<file path="config.mk">
export PLATFORM = sky130hd
export DESIGN_NAME = round_robin_task_scheduler
export DESIGN_NICKNAME = d
export VERILOG_FILES = /design/src/rtl/rrts_pkg.sv /design/src/rtl/round_robin_task_scheduler.sv /design/src/rtl/rrts_ram.sv /design/src/rtl/rrts_slot_alu.sv /design/src/rtl/rrts_seq.sv
export SDC_FILE = /design/constraint.sdc
export NUM_CORES = 1
export LEC_CHECK = 0
export BUFFER_PORTS_ARGS = -buffer_cell sky130_fd_sc_hd__buf_2
export CAP_MARGIN = 10
export CORE_ASPECT_RATIO = 1.25
export CORE_MARGIN = 2
export CORE_UTILIZATION = 36
export DETAILED_ROUTE_END_ITERATION = 10
export PLACE_DENSITY_LB_ADDON = 0.1
export SETUP_SLACK_MARGIN = 0.3
export SLEW_MARGIN = 20
export SYNTH_ARGS = -nofsm -noshare
export SYNTH_HDL_FRONTEND = slang
export SYNTH_SLANG_ARGS = --single-unit
</file>
<file path="constraint.sdc">
create_clock -name clock -period 10.4 [get_ports clock]
set_input_delay 1.56 -clock clock [delete_from_list [all_inputs] [get_ports clock]]
set_output_delay 1.56 -clock clock [all_outputs]
set_load 0.01 [all_outputs]
</file>
<file path="src/rtl/rrts_pkg.sv">
// ----------------------------------------------------------------------------
// rrts_pkg
// Types and codes shared by the round-robin task scheduler modules.
// ----------------------------------------------------------------------------
`timescale 1ns / 1ps

package rrts_pkg;

   // Task slot states as held in the slot memory.
   typedef enum logic [2:0] {
      ST_STOPPED   = 3'd0,
      ST_READY     = 3'd1,
      ST_RUNNING   = 3'd2,
      ST_BLOCKED   = 3'd3,
      ST_SUSPENDED = 3'd4
   } slot_state_type;

   // Request kinds carried on the request tuser.
   typedef enum logic [2:0] {
      REQ_START   = 3'd0,
      REQ_SWITCH  = 3'd1,
      REQ_DELAY   = 3'd2,
      REQ_SUSPEND = 3'd3,
      REQ_RESUME  = 3'd4
   } req_kind_type;

   // Response status codes.
   typedef enum logic [1:0] {
      STAT_OK       = 2'd0,
      STAT_ERROR    = 2'd1,
      STAT_NO_READY = 2'd2
   } status_type;

   // Word index of the task count register on the CSR port.
   localparam logic CSR_TASK_COUNT = 1'b0;

   // What the slot update applies to the slot word just read.
   typedef struct packed {
      logic countdown;
      logic demote;
      logic pick;
   } slot_op_type;

   // One response word, status in the lowest bits.
   typedef struct packed {
      logic [31:0] switch_total;
      logic        switched;
      logic [3:0]  running_task;
      status_type  status;
   } result_type;

endpackage

</file>
<file path="src/rtl/round_robin_task_scheduler.sv">
// ----------------------------------------------------------------------------
// round_robin_task_scheduler
// Round-robin scheduler over a ring of task slots held in one memory.
//
//   Port group  Direction  Word
//   req_        in         tuser: request kind; tdata: task id, ticks
//   rsp_        out        tdata: status, running task, switched, switch total
//   csr_        in/out     APB-style access to the task count register
//
// A switch walks the ring with a read and a write per slot; a delay first
// writes the current slot, a suspend or resume first reads and writes its
// target slot and walks only when that is the current slot, and a current
// slot outside the ring is read and written once more after the walk. Start
// rewrites every slot; a rejected request is answered without a walk.
// Reset marks every slot stopped through per-slot valid bits, no clearing pass.
// One request is in work at a time; a finished response waits in the output
// register while the next request is taken, and a second finished response
// holds the request side closed until the output register drains.
// ----------------------------------------------------------------------------
`timescale 1ns / 1ps

module round_robin_task_scheduler #(
   parameter int MAX_TASKS  = 16,
   parameter int DELAY_BITS = 16
) (
   input  logic        clock,
   input  logic        reset,
   input  logic        req_tvalid,
   output logic        req_tready,
   input  logic [23:0] req_tdata,   // [3:0] task_id, [19:4] ticks, [23:20] zero
   input  logic [2:0]  req_tuser,   // [2:0] req_type
   output logic        rsp_tvalid,
   input  logic        rsp_tready,
   output logic [39:0] rsp_tdata,   // [1:0] status, [5:2] running_task,
                                    // [6] switched, [38:7] switch_total, [39] zero
   input  logic        csr_psel,
   input  logic        csr_penable,
   input  logic        csr_pwrite,
   input  logic [2:0]  csr_paddr,
   input  logic [31:0] csr_pwdata,
   output logic [31:0] csr_prdata,
   output logic        csr_pready
);

   import rrts_pkg::*;

   localparam int SW = $clog2(MAX_TASKS);
   localparam int WW = DELAY_BITS + 3;

   logic [4:0]   task_count_ff, task_count_in;
   logic         rsp_valid_ff, rsp_valid_in;
   result_type   rsp_data_ff, rsp_data_in;

   logic         res_valid;
   logic         res_ready;
   result_type   res;
   logic         mem_wr_en;
   logic [SW-1:0] mem_wr_addr;
   logic [WW-1:0] mem_wr_data;
   logic         mem_rd_en;
   logic [SW-1:0] mem_rd_addr;
   logic [WW-1:0] mem_rd_data;
   logic         csr_write;

   // Configuration register: written in the access phase of a write.
   assign csr_pready = 1'b1;
   assign csr_write  = csr_psel && csr_penable && csr_pwrite && csr_pready;

   always_comb begin
      task_count_in = task_count_ff;
      if (csr_write && (csr_paddr[2] == CSR_TASK_COUNT)) begin
         task_count_in = csr_pwdata[4:0];
      end
   end

   assign csr_prdata = (csr_paddr[2] == CSR_TASK_COUNT) ? {27'd0, task_count_ff} : 32'd0;

   // Output register: takes a response whenever it is empty or being drained.
   assign res_ready = !rsp_valid_ff || rsp_tready;

   always_comb begin
      rsp_valid_in = rsp_valid_ff;
      rsp_data_in  = rsp_data_ff;
      if (res_valid && res_ready) begin
         rsp_valid_in = 1'b1;
         rsp_data_in  = res;
      end else if (rsp_tready) begin
         rsp_valid_in = 1'b0;
      end
   end

   always_ff @(posedge clock) begin
      if (reset) begin
         task_count_ff <= 5'd1;
         rsp_valid_ff  <= 1'b0;
      end else begin
         task_count_ff <= task_count_in;
         rsp_valid_ff  <= rsp_valid_in;
      end
      rsp_data_ff <= rsp_data_in;
   end

   assign rsp_tvalid = rsp_valid_ff;
   assign rsp_tdata  = {1'b0, rsp_data_ff};

   rrts_ram #(
      .WIDTH (WW),
      .DEPTH (MAX_TASKS)
   ) u_slot_ram (
      .clock   (clock),
      .wr_en   (mem_wr_en),
      .wr_addr (mem_wr_addr),
      .wr_data (mem_wr_data),
      .rd_en   (mem_rd_en),
      .rd_addr (mem_rd_addr),
      .rd_data (mem_rd_data)
   );

   rrts_seq #(
      .MAX_TASKS  (MAX_TASKS),
      .DELAY_BITS (DELAY_BITS)
   ) u_seq (
      .clock       (clock),
      .reset       (reset),
      .req_valid   (req_tvalid),
      .req_ready   (req_tready),
      .req_type    (req_tuser),
      .task_id     (req_tdata[3:0]),
      .ticks       (req_tdata[19:4]),
      .task_count  (task_count_ff),
      .res_valid   (res_valid),
      .res_ready   (res_ready),
      .res         (res),
      .mem_wr_en   (mem_wr_en),
      .mem_wr_addr (mem_wr_addr),
      .mem_wr_data (mem_wr_data),
      .mem_rd_en   (mem_rd_en),
      .mem_rd_addr (mem_rd_addr),
      .mem_rd_data (mem_rd_data)
   );

endmodule

</file>
<file path="src/rtl/rrts_ram.sv">
// ----------------------------------------------------------------------------
// rrts_ram
// Generic single-write, single-read memory with a registered read port.
// ----------------------------------------------------------------------------
`timescale 1ns / 1ps

module rrts_ram #(
   parameter int WIDTH = 8,
   parameter int DEPTH = 16
) (
   input  logic                     clock,
   input  logic                     wr_en,
   input  logic [$clog2(DEPTH)-1:0] wr_addr,
   input  logic [WIDTH-1:0]         wr_data,
   input  logic                     rd_en,
   input  logic [$clog2(DEPTH)-1:0] rd_addr,
   output logic [WIDTH-1:0]         rd_data
);

   logic [WIDTH-1:0] mem_ff [DEPTH];
   logic [WIDTH-1:0] rd_data_ff;

   // Write port and registered read port.
   always_ff @(posedge clock) begin
      if (wr_en) begin
         mem_ff[wr_addr] <= wr_data;
      end
      if (rd_en) begin
         rd_data_ff <= mem_ff[rd_addr];
      end
   end

   assign rd_data = rd_data_ff;

endmodule

</file>
<file path="src/rtl/rrts_slot_alu.sv">
// ----------------------------------------------------------------------------
// rrts_slot_alu
// Update of one task slot: delay countdown, demotion and pick.
// ----------------------------------------------------------------------------
`timescale 1ns / 1ps

module rrts_slot_alu #(
   parameter int DELAY_BITS = 16
) (
   input  rrts_pkg::slot_op_type    op,
   input  rrts_pkg::slot_state_type in_state,
   input  logic [DELAY_BITS-1:0]    in_delay,
   output rrts_pkg::slot_state_type out_state,
   output logic [DELAY_BITS-1:0]    out_delay,
   output logic                     picked
);

   import rrts_pkg::*;

   always_comb begin
      out_state = in_state;
      out_delay = in_delay;
      picked    = 1'b0;

      // A blocked slot counts down; reaching zero wakes it.
      if (op.countdown && (in_state == ST_BLOCKED) && (in_delay != '0)) begin
         out_delay = in_delay - DELAY_BITS'(1);
         if (out_delay == '0) begin
            out_state = ST_READY;
         end
      end

      // The running slot steps back to ready.
      if (op.demote && (out_state == ST_RUNNING)) begin
         out_state = ST_READY;
      end

      // The first ready slot on the walk becomes the running one.
      if (op.pick && (out_state == ST_READY)) begin
         out_state = ST_RUNNING;
         picked    = 1'b1;
      end
   end

endmodule

</file>
<file path="src/rtl/rrts_seq.sv">
// ----------------------------------------------------------------------------
// rrts_seq
// Request sequencer: walks the slot memory with read-modify-write steps.
// ----------------------------------------------------------------------------
`timescale 1ns / 1ps

module rrts_seq #(
   parameter int MAX_TASKS  = 16,
   parameter int DELAY_BITS = 16
) (
   input  logic                               clock,
   input  logic                               reset,
   input  logic                               req_valid,
   output logic                               req_ready,
   input  logic [2:0]                         req_type,
   input  logic [3:0]                         task_id,
   input  logic [15:0]                        ticks,
   input  logic [4:0]                         task_count,
   output logic                               res_valid,
   input  logic                               res_ready,
   output rrts_pkg::result_type               res,
   output logic                               mem_wr_en,
   output logic [$clog2(MAX_TASKS)-1:0]       mem_wr_addr,
   output logic [DELAY_BITS+2:0]              mem_wr_data,
   output logic                               mem_rd_en,
   output logic [$clog2(MAX_TASKS)-1:0]       mem_rd_addr,
   input  logic [DELAY_BITS+2:0]              mem_rd_data
);

   import rrts_pkg::*;

   localparam int SW = $clog2(MAX_TASKS);
   localparam int NW = $clog2(MAX_TASKS + 1);

   typedef enum logic [3:0] {
      S_IDLE,
      S_SWEEP,
      S_PRE_RD,
      S_PRE_WR,
      S_WALK_RD,
      S_WALK_WR,
      S_EXTRA_RD,
      S_EXTRA_WR,
      S_COMMIT,
      S_DONE
   } seq_state_type;

   seq_state_type         state_ff, state_in;
   req_kind_type          kind_ff, kind_in;
   logic [SW-1:0]         addr_ff, addr_in;
   logic [NW-1:0]         cnt_ff, cnt_in;
   logic [SW-1:0]         cur_ff, cur_in;
   logic [31:0]           count_ff, count_in;
   logic                  found_ff, found_in;
   logic [SW-1:0]         pick_ff, pick_in;
   logic [DELAY_BITS-1:0] ticks_ff, ticks_in;
   status_type            status_ff, status_in;
   logic                  switched_ff, switched_in;
   logic [MAX_TASKS-1:0]  valid_ff, valid_in;
   logic                  rvalid_ff, rvalid_in;

   logic [NW-1:0]         ring_n;
   slot_state_type        rd_state;
   logic [DELAY_BITS-1:0] rd_delay;
   slot_op_type           op;
   slot_state_type        alu_state;
   logic [DELAY_BITS-1:0] alu_delay;
   logic                  alu_picked;
   logic                  target_ok;
   slot_state_type        sweep_state;

   // Next slot in ring order; a slot outside the ring wraps to slot zero.
   function automatic logic [SW-1:0] ring_next(input logic [SW-1:0] idx,
                                                input logic [NW-1:0] n);
      logic [SW-1:0] nxt;
      nxt = idx + SW'(1);
      if (32'(idx) + 32'd1 >= 32'(n)) begin
         nxt = '0;
      end
      return nxt;
   endfunction

   // Effective ring size: zero counts as one, large values clamp.
   always_comb begin
      if (task_count == 5'd0) begin
         ring_n = NW'(1);
      end else if (32'(task_count) > MAX_TASKS) begin
         ring_n = NW'(MAX_TASKS);
      end else begin
         ring_n = NW'(task_count);
      end
   end

   // A slot never written reads as stopped with no delay.
   assign rd_state = rvalid_ff ? slot_state_type'(mem_rd_data[2:0]) : ST_STOPPED;
   assign rd_delay = rvalid_ff ? mem_rd_data[DELAY_BITS+2:3] : '0;

   rrts_slot_alu #(
      .DELAY_BITS (DELAY_BITS)
   ) u_slot_alu (
      .op        (op),
      .in_state  (rd_state),
      .in_delay  (rd_delay),
      .out_state (alu_state),
      .out_delay (alu_delay),
      .picked    (alu_picked)
   );

   // Suspend needs a ready or running target, resume a suspended one.
   always_comb begin
      if (kind_ff == REQ_SUSPEND) begin
         target_ok = (rd_state == ST_READY) || (rd_state == ST_RUNNING);
      end else begin
         target_ok = (rd_state == ST_SUSPENDED);
      end
   end

   // Start pattern: ring slots ready, the last one running, the rest stopped.
   always_comb begin
      if (32'(addr_ff) + 32'd1 == 32'(ring_n)) begin
         sweep_state = ST_RUNNING;
      end else if (32'(addr_ff) < 32'(ring_n)) begin
         sweep_state = ST_READY;
      end else begin
         sweep_state = ST_STOPPED;
      end
   end

   // Sequencer next-state and memory control.
   always_comb begin
      state_in    = state_ff;
      kind_in     = kind_ff;
      addr_in     = addr_ff;
      cnt_in      = cnt_ff;
      cur_in      = cur_ff;
      count_in    = count_ff;
      found_in    = found_ff;
      pick_in     = pick_ff;
      ticks_in    = ticks_ff;
      status_in   = status_ff;
      switched_in = switched_ff;
      valid_in    = valid_ff;
      rvalid_in   = rvalid_ff;
      mem_wr_en   = 1'b0;
      mem_wr_addr = addr_ff;
      mem_wr_data = '0;
      mem_rd_en   = 1'b0;
      mem_rd_addr = addr_ff;
      op          = '0;
      req_ready   = 1'b0;
      res_valid   = 1'b0;

      case (state_ff)
         S_IDLE: begin
            req_ready = 1'b1;
            if (req_valid) begin
               kind_in     = req_kind_type'(req_type);
               ticks_in    = DELAY_BITS'(32'(ticks));
               status_in   = STAT_OK;
               switched_in = 1'b0;
               found_in    = 1'b0;
               cnt_in      = '0;
               case (req_kind_type'(req_type))
                  REQ_START: begin
                     addr_in  = '0;
                     state_in = S_SWEEP;
                  end
                  REQ_SWITCH: begin
                     addr_in  = ring_next(cur_ff, ring_n);
                     state_in = S_WALK_RD;
                  end
                  REQ_DELAY: begin
                     addr_in  = cur_ff;
                     state_in = S_PRE_WR;
                  end
                  REQ_SUSPEND, REQ_RESUME: begin
                     if (32'(task_id) >= 32'(ring_n)) begin
                        status_in = STAT_ERROR;
                        state_in  = S_DONE;
                     end else begin
                        addr_in  = SW'(32'(task_id));
                        state_in = S_PRE_RD;
                     end
                  end
                  default: begin
                     status_in = STAT_ERROR;
                     state_in  = S_DONE;
                  end
               endcase
            end
         end

         // Rewrite every slot, one per cycle.
         S_SWEEP: begin
            mem_wr_en   = 1'b1;
            mem_wr_data = {{DELAY_BITS{1'b0}}, sweep_state};
            if (32'(addr_ff) == MAX_TASKS - 1) begin
               cur_in   = SW'(32'(ring_n) - 32'd1);
               state_in = S_DONE;
            end else begin
               addr_in = addr_ff + SW'(1);
            end
         end

         S_PRE_RD: begin
            mem_rd_en = 1'b1;
            state_in  = S_PRE_WR;
         end

         // Change the target slot before any switch.
         S_PRE_WR: begin
            if (kind_ff == REQ_DELAY) begin
               mem_wr_en   = 1'b1;
               mem_wr_data = {ticks_ff, ST_BLOCKED};
               addr_in     = ring_next(cur_ff, ring_n);
               state_in    = S_WALK_RD;
            end else if (!target_ok) begin
               status_in = STAT_ERROR;
               state_in  = S_DONE;
            end else begin
               mem_wr_en = 1'b1;
               if (kind_ff == REQ_SUSPEND) begin
                  mem_wr_data = {rd_delay, ST_SUSPENDED};
               end else begin
                  mem_wr_data = {rd_delay, ST_READY};
               end
               if (addr_ff == cur_ff) begin
                  addr_in  = ring_next(cur_ff, ring_n);
                  state_in = S_WALK_RD;
               end else begin
                  state_in = S_DONE;
               end
            end
         end

         S_WALK_RD: begin
            mem_rd_en = 1'b1;
            state_in  = S_WALK_WR;
         end

         // Count down, demote and pick on one slot, then move on round the ring.
         S_WALK_WR: begin
            op.countdown = 1'b1;
            op.demote    = (addr_ff == cur_ff);
            op.pick      = !found_ff;
            mem_wr_en    = 1'b1;
            mem_wr_data  = {alu_delay, alu_state};
            if (alu_picked) begin
               found_in = 1'b1;
               pick_in  = addr_ff;
            end
            if (32'(cnt_ff) + 32'd1 >= 32'(ring_n)) begin
               if (32'(cur_ff) >= 32'(ring_n)) begin
                  addr_in  = cur_ff;
                  state_in = S_EXTRA_RD;
               end else begin
                  state_in = S_COMMIT;
               end
            end else begin
               cnt_in   = cnt_ff + NW'(1);
               addr_in  = ring_next(addr_ff, ring_n);
               state_in = S_WALK_RD;
            end
         end

         // The current slot lies outside the ring: demote it on its own.
         S_EXTRA_RD: begin
            mem_rd_en = 1'b1;
            state_in  = S_EXTRA_WR;
         end

         S_EXTRA_WR: begin
            op.demote   = 1'b1;
            mem_wr_en   = 1'b1;
            mem_wr_data = {alu_delay, alu_state};
            state_in    = S_COMMIT;
         end

         S_COMMIT: begin
            if (found_ff) begin
               cur_in      = pick_ff;
               count_in    = count_ff + 32'd1;
               switched_in = 1'b1;
               status_in   = STAT_OK;
            end else begin
               status_in = STAT_NO_READY;
            end
            state_in = S_DONE;
         end

         S_DONE: begin
            res_valid = 1'b1;
            if (res_ready) begin
               state_in = S_IDLE;
            end
         end

         default: begin
            state_in = S_IDLE;
         end
      endcase

      if (mem_wr_en) begin
         valid_in[mem_wr_addr] = 1'b1;
      end
      if (mem_rd_en) begin
         rvalid_in = valid_ff[mem_rd_addr];
      end
   end

   // Sequencer state and registered outputs.
   always_ff @(posedge clock) begin
      if (reset) begin
         state_ff <= S_IDLE;
         cur_ff   <= '0;
         count_ff <= '0;
         valid_ff <= '0;
      end else begin
         state_ff <= state_in;
         cur_ff   <= cur_in;
         count_ff <= count_in;
         valid_ff <= valid_in;
      end
      kind_ff     <= kind_in;
      addr_ff     <= addr_in;
      cnt_ff      <= cnt_in;
      found_ff    <= found_in;
      pick_ff     <= pick_in;
      ticks_ff    <= ticks_in;
      status_ff   <= status_in;
      switched_ff <= switched_in;
      rvalid_ff   <= rvalid_in;
   end

   assign res.status       = status_ff;
   assign res.running_task = 4'(32'(cur_ff));
   assign res.switched     = switched_ff;
   assign res.switch_total = count_ff;

endmodule

</file>
==> report_table.html <==
<table>
<tr><th>Metric</th><th>Value</th></tr>
<tr><th colspan="2">Worst setup path</th></tr>
<tr><td>Worst endpoint required time</td><td>about 11 ns</td></tr>
<tr><td>Maximum net fanout on the critical path</td><td>21</td></tr>
<tr><td>Setup CP Type</td><td>register to register</td></tr>
<tr><td>Critical path arrival</td><td>4.37 ns</td></tr>
<tr><td>Reg-to-reg endpoint</td><td>u_slot_ram.mem_ff[9][15]</td></tr>
<tr><td>Critical Path Sink Type</td><td>register</td></tr>
<tr><td>Setup slack, reg-to-reg</td><td>6.29 ns</td></tr>
<tr><td>Origin of the critical flop-to-flop path</td><td>u_slot_ram.rd_data[2]</td></tr>
<tr><td>Worst reg-to-reg path cell count</td><td>8</td></tr>
<tr><td>Setup crit start kind</td><td>register</td></tr>
<tr><td>Last element of the critical path</td><td>u_slot_ram.mem_ff[9][15]</td></tr>
<tr><td>Startpoint of the most critical setup path</td><td>u_slot_ram.rd_data[2]</td></tr>
<tr><th colspan="2">Drt</th></tr>
<tr><td>DR pass1 iterations</td><td>5</td></tr>
<tr><td>Violation count after the first detailed-route iteration</td><td>805</td></tr>
<tr><td>Mean number of vias per cell</td><td>5.19</td></tr>
<tr><td>Remaining number of nets flagged by the antenna check after routing</td><td>0</td></tr>
<tr><td>Routed met1 length</td><td>20.9 mm</td></tr>
<tr><td>Top routing layer in use</td><td>met4</td></tr>
<tr><td>Routed len/inst</td><td>22.9 um</td></tr>
<tr><td>Met2 WL post-DR</td><td>24.3 mm</td></tr>
<tr><td>Wire length after detailed routing</td><td>48.3 mm</td></tr>
<tr><td>Routed wl met3</td><td>roughly 1.9 mm</td></tr>
<tr><td>Routed via count</td><td>11.0k</td></tr>
<tr><td>Residual DRC count</td><td>0</td></tr>
<tr><th colspan="2">Die</th></tr>
<tr><td>Cell row count</td><td>between 90 and 100</td></tr>
<tr><td>X dimension of the die</td><td>213 um</td></tr>
<tr><td>Height of the die</td><td>265 um</td></tr>
<tr><td>DIE AREA</td><td>56400 um^2</td></tr>
<tr><td># IOs</td><td>144</td></tr>
<tr><td>Initial standard-cell utilization of the core</td><td>0.364</td></tr>
<tr><td>Core Footprint</td><td>53800 um^2</td></tr>
<tr><th colspan="2">Logic synthesis</th></tr>
<tr><td>Adder-cell share of the synthesized area</td><td>0.0242</td></tr>
<tr><td>Synthesis Warnings</td><td>0</td></tr>
<tr><td>Post-synthesis instance area</td><td>19600 um^2</td></tr>
<tr><td>Number of different library cells in the post-synthesis netlist</td><td>73</td></tr>
<tr><td>Parity-gate share of the synthesized area counting xor and xnor cells</td><td>0.0214</td></tr>
<tr><td>Most used DFF post-synth</td><td>sky130_fd_sc_hd__edfxtp_1</td></tr>
<tr><td>Fraction of the mapped netlist area in compound gates</td><td>0.0538</td></tr>
<tr><td>Simple-Gate Fraction of Synth Area</td><td>0.0801</td></tr>
<tr><td>Post-Synthesis Mean Instance Area</td><td>15.8 um^2</td></tr>
<tr><td>Register bit count reported by yosys</td><td>461</td></tr>
<tr><td>Number of enable-type register cells in the synthesized netlist</td><td>399</td></tr>
<tr><td>Sequential element share of the synthesized area</td><td>0.674</td></tr>
<tr><td>Largest family of logic cells by synthesized area</td><td>multiplexers</td></tr>
<tr><td>Mux contribution to synthesized area</td><td>0.120</td></tr>
<tr><td>Synthesized netlist cell count</td><td>1240</td></tr>
<tr><td>Post-synth ARST share</td><td>0</td></tr>
<tr><th colspan="2">Layout</th></tr>
<tr><td>Area Overhead vs Synth</td><td>14.7%</td></tr>
<tr><td>Fraction of layout instances using a drive strength above 1</td><td>0.234</td></tr>
<tr><td>Final Net Count</td><td>about 1.5k</td></tr>
<tr><td>Layout Cell Area excl Fill</td><td>22500 um^2</td></tr>
<tr><td>Antenna cells</td><td>0</td></tr>
<tr><td>Core utilization of the finished layout</td><td>0.418</td></tr>
<tr><td>Final standard cell count with taps included and fillers excluded</td><td>2111</td></tr>
<tr><td>Number of filler cells placed in the layout</td><td>approximately 4.9k</td></tr>
<tr><th colspan="2">Timing</th></tr>
<tr><td>Worst Clk Skew</td><td>~0.017 ns</td></tr>
<tr><td>Post-route worst hold slack</td><td>0.415 ns</td></tr>
<tr><td>Minimum period implied by the final worst setup slack</td><td>a little over 4 ns</td></tr>
<tr><td>Top achievable clock speed</td><td>243 MHz</td></tr>
<tr><td>Minimum setup slack in the final design</td><td>6.29 ns</td></tr>
<tr><td>Unrepaired setup endpoints after global routing</td><td>no</td></tr>
<tr><td>Setup TNS</td><td>0 ns</td></tr>
<tr><td>Final critical-path share of the clock period</td><td>0.395</td></tr>
<tr><td>Slew headroom</td><td>0.277</td></tr>
<tr><td>Max Slew Vio Count</td><td>0</td></tr>
<tr><td>Pin slew with the least headroom to its limit</td><td>1.08 ns</td></tr>
<tr><td>Final hold vios</td><td>0</td></tr>
<tr><td>Endpoints failing setup</td><td>0</td></tr>
<tr><th colspan="2">Power and ir drop</th></tr>
<tr><td>IR Drop Worst-Case VDD</td><td>0.000194 V</td></tr>
<tr><td>Total power consumption of the routed design</td><td>around 5.3 mW</td></tr>
<tr><td>Cell leakage power</td><td>7.75 nW</td></tr>
<tr><td>Cell Pwr Density</td><td>roughly 230 nW/um^2</td></tr>
<tr><th colspan="2">Flow run</th></tr>
<tr><td>Max capacitance violation total</td><td>0</td></tr>
<tr><th colspan="2">Min path</th></tr>
<tr><td>Path type of the worst min-delay path</td><td>register to register</td></tr>
<tr><td>Startpoint of the tightest hold check path</td><td>u_seq.switched_ff</td></tr>
<tr><td>Number of cells on the worst hold path</td><td>0</td></tr>
<tr><th colspan="2">Outcome</th></tr>
<tr><td>Status</td><td>complete, no violations</td></tr>
<tr><th colspan="2">Clocking</th></tr>
<tr><td>Clock transition time at the flip-flop clock pins of the worst setup and hold paths</td><td>0.06 ns</td></tr>
<tr><td>Later-pin clock latency in the skew report</td><td>0.58 ns</td></tr>
<tr><td>Hold buffer count at CTS</td><td>0</td></tr>
<tr><td>Longest Clk Path Bufs</td><td>3</td></tr>
<tr><td>Clock Sinks</td><td>461</td></tr>
<tr><td>H-Tree Depth</td><td>2</td></tr>
<tr><td>Post CTS Setup Buffer Count</td><td>0</td></tr>
<tr><td>Clock buffer count from CTS</td><td>48</td></tr>
<tr><td>TritonCTS clock tree</td><td>yes</td></tr>
<tr><td>Number of cells upsized or downsized after cts</td><td>0</td></tr>
<tr><td>Clock root buffer</td><td>sky130_fd_sc_hd__clkbuf_16</td></tr>
<tr><th colspan="2">Global route</th></tr>
<tr><td>Total routing usage reported by global routing</td><td>0.173</td></tr>
<tr><td>Global-route congestion overflow total</td><td>0</td></tr>
<tr><td>Maximum number of pins on one net before global-route repair</td><td>62</td></tr>
<tr><td>Number of global-route vias before repair</td><td>10.9k</td></tr>
<tr><td>First-pass GRT wire length</td><td>71.3 mm</td></tr>
<tr><td>Number of antenna violations at the first check in global routing</td><td>0</td></tr>
<tr><th colspan="2">Placed design</th></tr>
<tr><td>Routability-driven placement congestion ratio</td><td>0.824</td></tr>
<tr><td>Half-perimeter wire length of the detailed placement result</td><td>29.2 mm</td></tr>
<tr><td>Placed inst area</td><td>20900 um^2</td></tr>
<tr><td>Number of placed instances with taps included</td><td>2021</td></tr>
<tr><td>Count of buffers inserted at the top-level ports</td><td>81</td></tr>
<tr><td>Placement-stage worst setup slack</td><td>6.28 ns</td></tr>
</table>
==> cell families (layout without fill, tap and decap cells) <==
kind of cell,after synthesis,count (layout)
mux,110,110
buf+inv,105,222
xor+xnor,48,48
other cells,2,29
fa+ha+maj,38,38
flops,461,461
compound gates,158,158
simple gates,318,318
==> worst min path at each step <==
stage and to:
5_1_grt rsp_tdata[6], 6_report rsp_tdata[6], 3_3_place_gp rsp_tdata[0], 2_1_floorplan rsp_tdata[0]
3_5_place_dp rsp_tdata[6], 4_1_cts rsp_tdata[6]
==> report_power, final <==
group          internal [mW]  switching [mW]  total, mW
registers               2.21          0.0760       2.29
logic                  0.503           0.754       1.26
clock network           1.00           0.722       1.73
==> flip-flops by register name, indices dropped and copies added (netlist names) <==
name and flops:
rsp_tdata 39, u_seq.count_ff 32, u_seq.kind_ff 3, task_count_ff 5, rsp_tvalid 1, u_seq.switched_ff 1, u_slot_ram.mem_ff 304, u_seq.valid_ff 16
u_seq.pick_ff 4, u_seq.status_ff 2, u_seq.found_ff 1, u_seq.cnt_ff 5, u_seq.cur_ff 4, u_slot_ram.rd_data 19, u_seq.mem_rd_addr 4, u_seq.ticks_ff 16
u_seq.rvalid_ff 1, u_seq.state_ff 4
==> cells in the final DEF (no fill, tap or decap), types with 5 or more instances in the layout <==
| master | n |
|---|---|
| sky130_fd_sc_hd__a32oi_1 | 6 |
| sky130_fd_sc_hd__buf_4 | 30 |
| sky130_fd_sc_hd__nor3_1 | 11 |
| sky130_fd_sc_hd__xor2_1 | 31 |
| sky130_fd_sc_hd__nand2b_1 | 12 |
| sky130_fd_sc_hd__clkinv_1 | 9 |
| sky130_fd_sc_hd__nor3b_1 | 5 |
| sky130_fd_sc_hd__dfxtp_1 | 62 |
| sky130_fd_sc_hd__nand3_1 | 28 |
| sky130_fd_sc_hd__ha_1 | 38 |
| sky130_fd_sc_hd__and3_1 | 12 |
| sky130_fd_sc_hd__a21oi_1 | 42 |
| sky130_fd_sc_hd__clkbuf_1 | 7 |
| sky130_fd_sc_hd__mux2i_1 | 10 |
| sky130_fd_sc_hd__nor2b_1 | 14 |
| sky130_fd_sc_hd__and2_1 | 9 |
| sky130_fd_sc_hd__nor4_1 | 5 |
| sky130_fd_sc_hd__a22oi_1 | 7 |
| sky130_fd_sc_hd__nand2_1 | 67 |
| sky130_fd_sc_hd__nor2_2 | 13 |
| sky130_fd_sc_hd__xnor2_1 | 17 |
| sky130_fd_sc_hd__edfxtp_1 | 399 |
| sky130_fd_sc_hd__o21ai_0 | 30 |
| sky130_fd_sc_hd__nand4_1 | 10 |
| sky130_fd_sc_hd__mux4_2 | 100 |
| sky130_fd_sc_hd__a31oi_1 | 20 |
| sky130_fd_sc_hd__inv_1 | 20 |
| sky130_fd_sc_hd__clkbuf_16 | 50 |
| sky130_fd_sc_hd__nor2_1 | 105 |
| sky130_fd_sc_hd__nor3_2 | 6 |
| sky130_fd_sc_hd__conb_1 | 29 |
| sky130_fd_sc_hd__buf_2 | 81 |
| sky130_fd_sc_hd__clkinv_2 | 7 |
| sky130_fd_sc_hd__a221o_1 | 6 |
==> layer usage <==
metal,GRT usage,up-vias
met5,0,-
met4,0.0529,0
met3,0.0254,80
met2,0.292,262
met1,0.229,5614
li1,-,5008
==> worst max-delay path: stages (launching register included) <==
cell                       delay, ns
sky130_fd_sc_hd__edfxtp_1       0.49
sky130_fd_sc_hd__nor3b_1        0.35
sky130_fd_sc_hd__nand2_1        0.10
sky130_fd_sc_hd__a21oi_1        0.13
sky130_fd_sc_hd__o21ai_0        0.15
sky130_fd_sc_hd__a31oi_2        0.91
sky130_fd_sc_hd__nand2_1        0.35
sky130_fd_sc_hd__nor2_2         0.91
sky130_fd_sc_hd__buf_4          0.40
==> synthesized netlist by cell type (all sizes together), types with 17 or more instances <==
master	count	area, um^2
buf	44	292
nand3	28	140
mux4	100	2250
edfxtp	399	12000
xnor2	17	149
xor2	31	272
nor3	18	106
nand2	68	263
o21ai	33	165
a21oi	42	210
a31oi	21	131
nor2	118	448
clkbuf	40	150
ha	38	475
inv	21	78.8
dfxtp	62	1240
==> cell type report <==
type	count	area, um^2	share of cell area
Clock buffer	60	1320	0.0586
Clock inverter	29	274	0.0122
Inverter	21	78.8	0.00350
Timing Repair Buffer	112	651	0.0289
Tap cell	727	910	0.0404
Multi-Input combinational cell	701	6060	0.269
Sequential cell	461	13200	0.587
Note: power is estimated with default switching activity, not from simulation.
